File: src/sv/pixel_color_effect_assert.svh
// Assertion macros used by the pixel color effect top module.
`ifndef PIXEL_COLOR_EFFECT_ASSERT_SVH
`define PIXEL_COLOR_EFFECT_ASSERT_SVH

// Check a property on every rising clock edge outside reset.
`define PCE_ASSERT(name, prop, msg) \
  name: assert property (@(posedge clk_i) disable iff (!rst_ni) (prop)) else $error(msg);

// Check a property on every rising clock edge, reset included.
`define PCE_ASSERT_ALWAYS(name, prop, msg) \
  name: assert property (@(posedge clk_i) (prop)) else $error(msg);

`endif

File: src/sv/pce_pkg.sv
package pce_pkg;

  localparam int unsigned ChanW = 8;
  localparam int unsigned NumChan = 3;
  localparam int unsigned CoefW = 16;
  localparam int unsigned SepiaShift = 16;
  // Widest sepia sum: (25756 + 50397 + 12386) * 255 < 2**25.
  localparam int unsigned SepiaAccW = 25;
  // Value range after the shift or the ice scaling, before clipping.
  localparam int unsigned WideW = 9;
  localparam int unsigned IceSumW = 9;
  localparam int unsigned IceProdW = 11;

  localparam logic [ChanW-1:0] ChanMax = 8'd255;

  // Configuration port.
  localparam int unsigned CfgIdxW = 2;
  localparam int unsigned CfgDataW = 2;
  localparam logic [CfgIdxW-1:0] CfgIdxMode = 2'd0;
  localparam logic [CfgIdxW-1:0] CfgIdxOrder = 2'd1;

  typedef enum logic [1:0] {
    ModePass  = 2'd0,
    ModeSepia = 2'd1,
    ModeIce   = 2'd2
  } mode_e;

  // Mode code with no meaning: a write of it leaves the mode unchanged.
  localparam logic [1:0] ModeCodeRsv = 2'd3;

  typedef logic [ChanW-1:0] chan_t;

  // Sepia matrix, unsigned Q0.16, rows give R', G', B' from R, G, B.
  localparam logic [CoefW-1:0] SepiaCoef [NumChan][NumChan] = '{
    '{16'd25756, 16'd50397, 16'd12386},
    '{16'd22872, 16'd44958, 16'd11010},
    '{16'd17826, 16'd34996, 16'd8585}
  };

  function automatic chan_t sat_chan(input logic [WideW-1:0] v);
    sat_chan = (v > WideW'(ChanMax)) ? ChanMax : v[ChanW-1:0];
  endfunction

endpackage

File: src/sv/pixel_color_effect.sv
// Pixel color effect: recolors one 3-channel 8-bit pixel per beat.
//
// Input channel: drive chan_first_i/chan_second_i/chan_third_i with start
// high; a beat is taken at each rising edge where start is high and busy is
// low. busy stays low, so a new pixel may be offered every cycle.
// Result channel: out_valid_o marks the recolored pixel on out_*_o for
// exactly one cycle. The receiver cannot stall; it must take each beat.
// Path: an accepted pixel passes the input register, then the result
// register. Throughput: one pixel per clock, set by the single compute
// stage between those two registers.
// Configuration: cfg_valid_i/cfg_ready_o with cfg_index_i, cfg_data_i.
// Index 0 is effect_mode (0 pass, 1 sepia, 2 ice; code 3 is dropped),
// index 1 is order_is_rgb. Other indexes are dropped. cfg_ready_o is
// always high. Write only while no pixel is in flight.
// Reset (rst_ni low, asynchronous): mode pass-through, RGB order, no
// pixel in flight.
`include "pixel_color_effect_assert.svh"

module pixel_color_effect (
  input  logic                          clk_i,
  input  logic                          rst_ni,
  input  logic                          start,
  output logic                          busy,
  input  pce_pkg::chan_t                chan_first_i,
  input  pce_pkg::chan_t                chan_second_i,
  input  pce_pkg::chan_t                chan_third_i,
  output logic                          out_valid_o,
  output pce_pkg::chan_t                out_first_o,
  output pce_pkg::chan_t                out_second_o,
  output pce_pkg::chan_t                out_third_o,
  input  logic                          cfg_valid_i,
  output logic                          cfg_ready_o,
  input  logic [pce_pkg::CfgIdxW-1:0]   cfg_index_i,
  input  logic [pce_pkg::CfgDataW-1:0]  cfg_data_i
);
  import pce_pkg::*;

  mode_e  mode_q;
  logic   order_is_rgb_q;
  logic   cfg_we;

  logic   accept;
  logic   in_vld_q;
  chan_t  in_q    [NumChan];
  chan_t  sepia   [NumChan];
  chan_t  ice     [NumChan];
  chan_t  res_d   [NumChan];
  chan_t  res_q   [NumChan];
  logic   res_vld_q;

  // Every beat is taken; the pipeline never backs up.
  assign busy        = 1'b0;
  assign cfg_ready_o = 1'b1;
  assign accept      = start && !busy;
  assign cfg_we      = cfg_valid_i && cfg_ready_o;

  // Configuration registers. Drop the meaningless mode code.
  always_ff @(posedge clk_i or negedge rst_ni) begin
    if (!rst_ni) begin
      mode_q         <= ModePass;
      order_is_rgb_q <= 1'b1;
    end else if (cfg_we) begin
      if (cfg_index_i == CfgIdxMode && cfg_data_i[1:0] != ModeCodeRsv) begin
        mode_q <= mode_e'(cfg_data_i[1:0]);
      end
      if (cfg_index_i == CfgIdxOrder) begin
        order_is_rgb_q <= cfg_data_i[0];
      end
    end
  end

  // Input register: capture the pixel on each accepted beat.
  always_ff @(posedge clk_i or negedge rst_ni) begin
    if (!rst_ni) begin
      in_vld_q <= 1'b0;
    end else begin
      in_vld_q <= accept;
    end
  end

  always_ff @(posedge clk_i) begin
    if (accept) begin
      in_q[0] <= chan_first_i;
      in_q[1] <= chan_second_i;
      in_q[2] <= chan_third_i;
    end
  end

  pce_sepia u_sepia (
    .order_is_rgb_i (order_is_rgb_q),
    .chan_i         (in_q),
    .chan_o         (sepia)
  );

  pce_ice u_ice (
    .chan_i (in_q),
    .chan_o (ice)
  );

  // Pick the effect for the registered pixel.
  always_comb begin
    case (mode_q)
      ModePass:  res_d = in_q;
      ModeSepia: res_d = sepia;
      ModeIce:   res_d = ice;
      default:   res_d = in_q;
    endcase
  end

  // Result register: hold the pixel for its one strobe cycle.
  always_ff @(posedge clk_i or negedge rst_ni) begin
    if (!rst_ni) begin
      res_vld_q <= 1'b0;
    end else begin
      res_vld_q <= in_vld_q;
    end
  end

  always_ff @(posedge clk_i) begin
    if (in_vld_q) begin
      res_q <= res_d;
    end
  end

  assign out_valid_o  = res_vld_q;
  assign out_first_o  = res_q[0];
  assign out_second_o = res_q[1];
  assign out_third_o  = res_q[2];

  // An accepted beat always yields exactly one result, through the input and result registers.
  `PCE_ASSERT(a_accept_to_result, accept |=> ##1 out_valid_o, "accepted pixel lost")
  `PCE_ASSERT(a_result_has_source, out_valid_o |-> $past(in_vld_q), "result without pixel")
  // Pass-through must copy the registered pixel unchanged.
  `PCE_ASSERT(a_pass_copies, (in_vld_q && mode_q == ModePass) |=>
    (out_first_o == $past(in_q[0]) && out_second_o == $past(in_q[1])
     && out_third_o == $past(in_q[2])), "pass-through altered pixel")
  `PCE_ASSERT_ALWAYS(a_reset_idle, !rst_ni |-> !out_valid_o, "strobe during reset")

endmodule

File: src/sv/pce_sepia.sv
module pce_sepia (
  input  logic            order_is_rgb_i,
  input  pce_pkg::chan_t  chan_i [pce_pkg::NumChan],
  output pce_pkg::chan_t  chan_o [pce_pkg::NumChan]
);
  import pce_pkg::*;

  chan_t                  rgb    [NumChan];
  logic [SepiaAccW-1:0]   acc    [NumChan];
  chan_t                  res    [NumChan];

  // Map the pixel to R, G, B order.
  assign rgb[0] = order_is_rgb_i ? chan_i[0] : chan_i[2];
  assign rgb[1] = chan_i[1];
  assign rgb[2] = order_is_rgb_i ? chan_i[2] : chan_i[0];

  for (genvar row = 0; row < NumChan; row++) begin : g_row
    assign acc[row] = SepiaAccW'(SepiaCoef[row][0]) * SepiaAccW'(rgb[0])
                    + SepiaAccW'(SepiaCoef[row][1]) * SepiaAccW'(rgb[1])
                    + SepiaAccW'(SepiaCoef[row][2]) * SepiaAccW'(rgb[2]);
    assign res[row] = sat_chan(acc[row][SepiaAccW-1:SepiaShift]);
  end

  // Map back to the pixel's own channel order.
  assign chan_o[0] = order_is_rgb_i ? res[0] : res[2];
  assign chan_o[1] = res[1];
  assign chan_o[2] = order_is_rgb_i ? res[2] : res[0];

endmodule

File: src/sv/pce_ice.sv
module pce_ice (
  input  pce_pkg::chan_t  chan_i [pce_pkg::NumChan],
  output pce_pkg::chan_t  chan_o [pce_pkg::NumChan]
);
  import pce_pkg::*;

  logic [IceSumW-1:0]  others [NumChan];
  logic [IceSumW-1:0]  own    [NumChan];
  logic [IceSumW-1:0]  diff   [NumChan];
  logic [IceProdW-1:0] prod   [NumChan];

  assign others[0] = IceSumW'(chan_i[1]) + IceSumW'(chan_i[2]);
  assign others[1] = IceSumW'(chan_i[0]) + IceSumW'(chan_i[2]);
  assign others[2] = IceSumW'(chan_i[0]) + IceSumW'(chan_i[1]);

  for (genvar c = 0; c < NumChan; c++) begin : g_chan
    assign own[c]  = IceSumW'(chan_i[c]);
    assign diff[c] = (own[c] >= others[c]) ? own[c] - others[c] : others[c] - own[c];
    // Scale by 3/4: 2d + d, then drop two bits.
    assign prod[c] = IceProdW'({diff[c], 1'b0}) + IceProdW'(diff[c]);
    assign chan_o[c] = sat_chan(prod[c][IceProdW-1:2]);
  end

endmodule
File: config.mk
export PLATFORM = sky130hd
export DESIGN_NAME = pixel_color_effect
export DESIGN_NICKNAME = d
export VERILOG_FILES = /design/src/sv/pce_pkg.sv /design/src/sv/pixel_color_effect.sv /design/src/sv/pce_sepia.sv /design/src/sv/pce_ice.sv
export VERILOG_INCLUDE_DIRS = /design/src /design/src/sv
export SDC_FILE = /design/constraint.sdc
export NUM_CORES = 1
export LEC_CHECK = 0
export BUFFER_PORTS_ARGS = -buffer_cell sky130_fd_sc_hd__buf_2
export CORE_MARGIN = 8
export CORE_UTILIZATION = 43
export DETAILED_ROUTE_END_ITERATION = 8
export SKIP_CTS_REPAIR_TIMING = 1
export SYNTH_ARGS = -nofsm -noshare
export SYNTH_HDL_FRONTEND = slang
export SYNTH_HIERARCHICAL = 1
export SYNTH_SLANG_ARGS = --single-unit
File: constraint.sdc
create_clock -name clk_i -period 15.87 [get_ports clk_i]
set_clock_uncertainty 0.15 [all_clocks]
set_input_delay 0 -clock clk_i [delete_from_list [all_inputs] [get_ports clk_i]]
set_output_delay 0 -clock clk_i [all_outputs]
set_load 0.005 [all_outputs]
======== Yosys cells after proc, flatten, opt, wreduce, memory -nomap -nowiden ========
Cells that the tools add are included.
storage, ports and cells
  word-level logic and storage cells ...... 68
  register bits ........................... 53
  output and inout port bits .............. 27
operators by class
  $mul .................................... 9
  $lt $le $gt $ge ......................... 9
  muxes and demuxes ....................... 14
  add/sub/neg operators ................... 18
  reduce and logical (&&, ||, !) cells .... 4
  equal/unequal tests ..................... 4
operator list
  cell                   count
  $mux 8                 10
  $add 23x24->25         3
  $add 25x22->25         3
  $mul 14x8->22 const A  3
  $mul 13x8->21 const A  3
  $gt 9x8->1 const B     6
  $pmux 24 s2            1
  $add 10x9->11          3
  $add 8x8->9            3
  $ge 8x9->1             3
  $mux 9                 3
  $sub 8x9->9            3
  $sub 9x8->9            3
  $mul 16x8->24 const A  1
  $mul 15x8->23 const A  1
  $mul 12x8->20 const A  1
  $eq 2x1->1 const B     2
  $reduce_and 2->1       2
  $eq 2x2->1 const B     1
  $logic_not 2->1        1
  $ne 2x2->1 const B     1
  $logic_and 1x1->1      1

======== Logic depth before layout (Yosys ltp) ========
  word-level depth ........................ 8
  mapped depth ............................ 41
  mapped depth without buffers ............ 38

======== Hierarchy ========
Netlist, hierarchy kept.
by module, submodules not included
  module              area an instance (sq um)  times used  cells an instance
  pce_sepia           16,455.8                  1           1,806
  pce_ice             4,416.7                   1           596
  pixel_color_effect  2,119.5                   1           148

======== Worst setup path after synthesis ========
Ideal clock, no wire load.
  kind .................................... reg2reg
  from .................................... register order_is_rgb_q
  to ...................................... register res_q (netlist bit out_first_o[2]) (data pin)
  library setup time ...................... 266 ps
  buffers on the path ..................... 3
  cell stages (with the launch flop) ...... 40
  period minus slack after synthesis ...... 9,634 ps
  arrival ................................. 9,218 ps
  setup slack ............................. 6,236 ps
  cell sequence ........................... dfstp_2 buf_6 clkbuf_1 mux2i_1 inv_1 ha_1 ha_1 inv_1 fa_1 inv_1 fa_1 ha_1 a21oi_1 o21bai_1 a21o_1 a21oi_1 o21ai_0 nor2_1 [4 not listed] fa_1 ha_1 inv_1 fa_1 inv_1 ha_1 nand4_1 nor2_1 a211o_1 a31o_2 o21ai_4 nand3_2 a31oi_4 xor2_2 buf_6 a31oi_1 a22oi_1 o21ai_1
RTL lines
  element                 line                       source
  start, declared         pixel_color_effect.sv:39   logic order_is_rgb_q;
  start signal, assigned  pixel_color_effect.sv:67   order_is_rgb_q <= cfg_data_i[0];
  end signal, assigned    pixel_color_effect.sv:121  res_q <= res_d;
  end, declared           pixel_color_effect.sv:48   chan_t res_q [NumChan];

==> results.cfg <==
[floorplan]
rows = 84
dieWidth_microns = 247.2
die_area_sq_mm = 0.06113
io_pins = 59
coreArea_sq_mm = 0.05276
start_util_pct = 43.58
dieHeight_microns = 247.2

[drt]
first_iter_violations = 1125
ant_nets = 0
dr.pass1.iters = 5
wl_microns = 68630
drc = 0
via_count = 18420
routed_via_density = 5.533
wl_per_cell_microns = 20.62

[synth]
netlist_area_sq_mm = 0.02299
syn-instance-count = 2550
synthArstFlopShare_pct = 9.434
ys_warn_count = 6
yosysSeqAreaShare_pct = 6.819
synth-main-ff-cell = edfxtp_1
avgSynthCellArea_sq_um = 9.016
yosysUniqueCellTypes = 95
syn_nets = 3385
ys_seq_elements = 53
synth_edf_count = 48

[critical_path]
crit_arrival_ns = 10.81
ff2ff_path_depth = 36
required_ns = 15.77
cp_slowest_stage_delay_ns = 1.05
critPathSlowestCell = dfstp_2
worst-r2r-setup-slack_ns = 4.97
cp-endpoint = out_first_o[7]
crit_fanout = 35
timing.rr.start = order_is_rgb_q
critPathLaunch = order_is_rgb_q
startpoint_type = register
critPathKind = register to register
end_kind = register
worst_r2r_endpoint = out_first_o[7]

[timing]
timing.slew.headroom_pct = 23.33
setup_tns_ns = 0
fin_crit_sh_pct = 68.71
rsz0062_at_grt = no
hold_ws_ns = -0.01371
slew_viol_final = 0
hold_viol_final = 1
period_minus_slack_ns = 10.90
setup_violations = 0
max_slew.worst_pin.slew_ns = 1.118
fmax_ghz = 0.09170

[clock_tree]
insertion_delay_ns = 0.31
clockBufferDepth = 2
clk_pin_slew_worst_paths_ns = 0.08
ctsRootBufferMaster = clkbuf_16
htree_levels = 2
numCtsBuffers = 5
cts_tree = yes
cts_sinks = 53

[place]
gp_congestion = 0.9609
dp.cells = 3288
port_buffers = 56
dp_hpwl_microns = 58410
dpl_cell_area_sq_mm = 0.02413

[grt]
grt_pass1_wl_microns = 106200
grt_max_degree = 49
grt_pass1_vias = 18860
grt_util_all_layers_pct = 22.42
antenna_found_initial = 1
grt_remaining_overflow = 0

[run]
max-cap-violations = 0

[final_layout]
drive_gt1_share_pct = 5.225
layout_common_cells = ha_1, inv_1, fa_1
final_area_sq_mm = 0.02461
multi_input_area_sq_mm = 0.01932
fillers = 5105
final_cell_count_no_fill = 3329
area_growth_pct = 7.037
final_nets = 3475
final_common_cell = ha_1
regArea_sq_mm = 0.001568
diodes = 0

[min_path]
hp-class = input port to register

[status]
status = finished with violations
violations = hold timing
==> kinds of logic (layout without fill, tap and decap cells) <==
logic type / after synthesis / in the layout / share of synthesized area (%)
AOI/OAI and AO/OA: 528 / 528 / 15.31
DFF: 53 / 53 / 6.819
xor gates and xnor gates: 147 / 147 / 5.698
and+or+nand+nor: 425 / 425 / 9.235
other: 2 / 2 / 0.03266
buffers and inverters: 553 / 644 / 9.164
adders and majority gates: 804 / 804 / 51.94
muxes: 38 / 38 / 1.801
==> worst max-delay path: cells and delay by family, from the launching register on <==
kind	cells	cell delay, ns
xor+xnor	2	0.76
fa+ha+maj	11	4.39
simple gates	4	0.42
mux	1	0.69
flops	1	1.05
compound gates	12	2.43
buf+inv	6	0.73
==> routing by layer <==
| layer | share of wire, % | GRT usage, % | vias up |
|---|---|---|---|
| li1 | - | - | 8847 |
| met1 | 44 | 29.01 | 9051 |
| met2 | 49 | 39.57 | 430 |
| met3 | 4.0 | 1.910 | 93 |
| met4 | 3.1 | 6.444 | 0 |
| met5 | 0 | 0 | - |
==> worst min-delay path by stage <==
stage / startpoint / to / slack, ns / cells after the start
3_5_place_dp: rst_ni / out_valid_o / -0.32 / 1
6_report: start / in_vld_q / -0.01 / 1
5_1_grt: start / in_vld_q / 0.02 / 1
4_1_cts: rst_ni / in_vld_q / -0.67 / 1
3_3_place_gp: rst_ni / out_valid_o / -0.32 / 1
2_1_floorplan: rst_ni / in_vld_q / -0.45 / 0
==> registers in the layout (all words and copies together) (netlist names) <==
signal / cells
out_first_o: 8
order_is_rgb_q: 1
out_second_o: 8
in_vld_q: 1
in_q: 24
out_valid_o: 1
mode_q: 2
out_third_o: 8
==> cells in the mapped netlist, types with 5 or more instances <==
library cell  instances  area share, %
nand3b_1              5           0.16
a31o_2                6           0.23
a22oi_1              33            1.1
ha_1                552             30
or3_1                13           0.35
o211ai_1             12           0.39
nor2b_1              22           0.60
a21o_1               62            2.0
and3_1               18           0.49
o21a_1               24           0.78
a21boi_0              8           0.26
a211oi_1             12           0.39
and2_1               10           0.27
a21oi_1             146            3.2
clkbuf_1              8           0.13
o21ai_0              71            1.5
o31ai_1               5           0.16
nor2_1              102            1.7
inv_1               534            8.7
a211o_1              10           0.38
o22ai_1               6           0.16
nand3_1              35           0.76
or2_2                17           0.46
xnor2_1             103            3.9
o21ai_1              23           0.50
mux2i_1              23            1.0
nand4_1              12           0.33
o21bai_1             30           0.98
buf_2                 7           0.15
nor3_1               36           0.78
nand2_1             103            1.7
xor2_1               41            1.6
edfxtp_1             48            6.3
nand2b_1             24           0.65
o31a_1                5           0.19
a31oi_1              19           0.52
mux2_2               11           0.54
fa_1                251             22
==> area by class of cell <==
class | count | share of cell area, %
Inverter | 534 | 8.145
Clock buffer | 5 | 0.5084
Clock inverter | 3 | 0.1068
Multi-Input combinational cell | 1944 | 78.49
Sequential cell | 53 | 6.370
Tap cell | 688 | 3.498
Timing Repair Buffer | 102 | 2.878
==> through the flow <==
step | hold slack [ns] | worst slack, ns | utilization [%]
after floorplan | -0.4456 | 6.236 | -
after global placement | -0.3221 | 5.236 | 45.73
after detailed placement | -0.3250 | 5.083 | 45.73
after CTS | -0.6660 | 5.040 | 46.02
after global routing | 0.01639 | 4.323 | 46.64
final | -0.01371 | 4.965 | 46.64
Power is not shown: default switching activity piles up to over one toggle a cycle in this logic, so the estimate is an artifact.
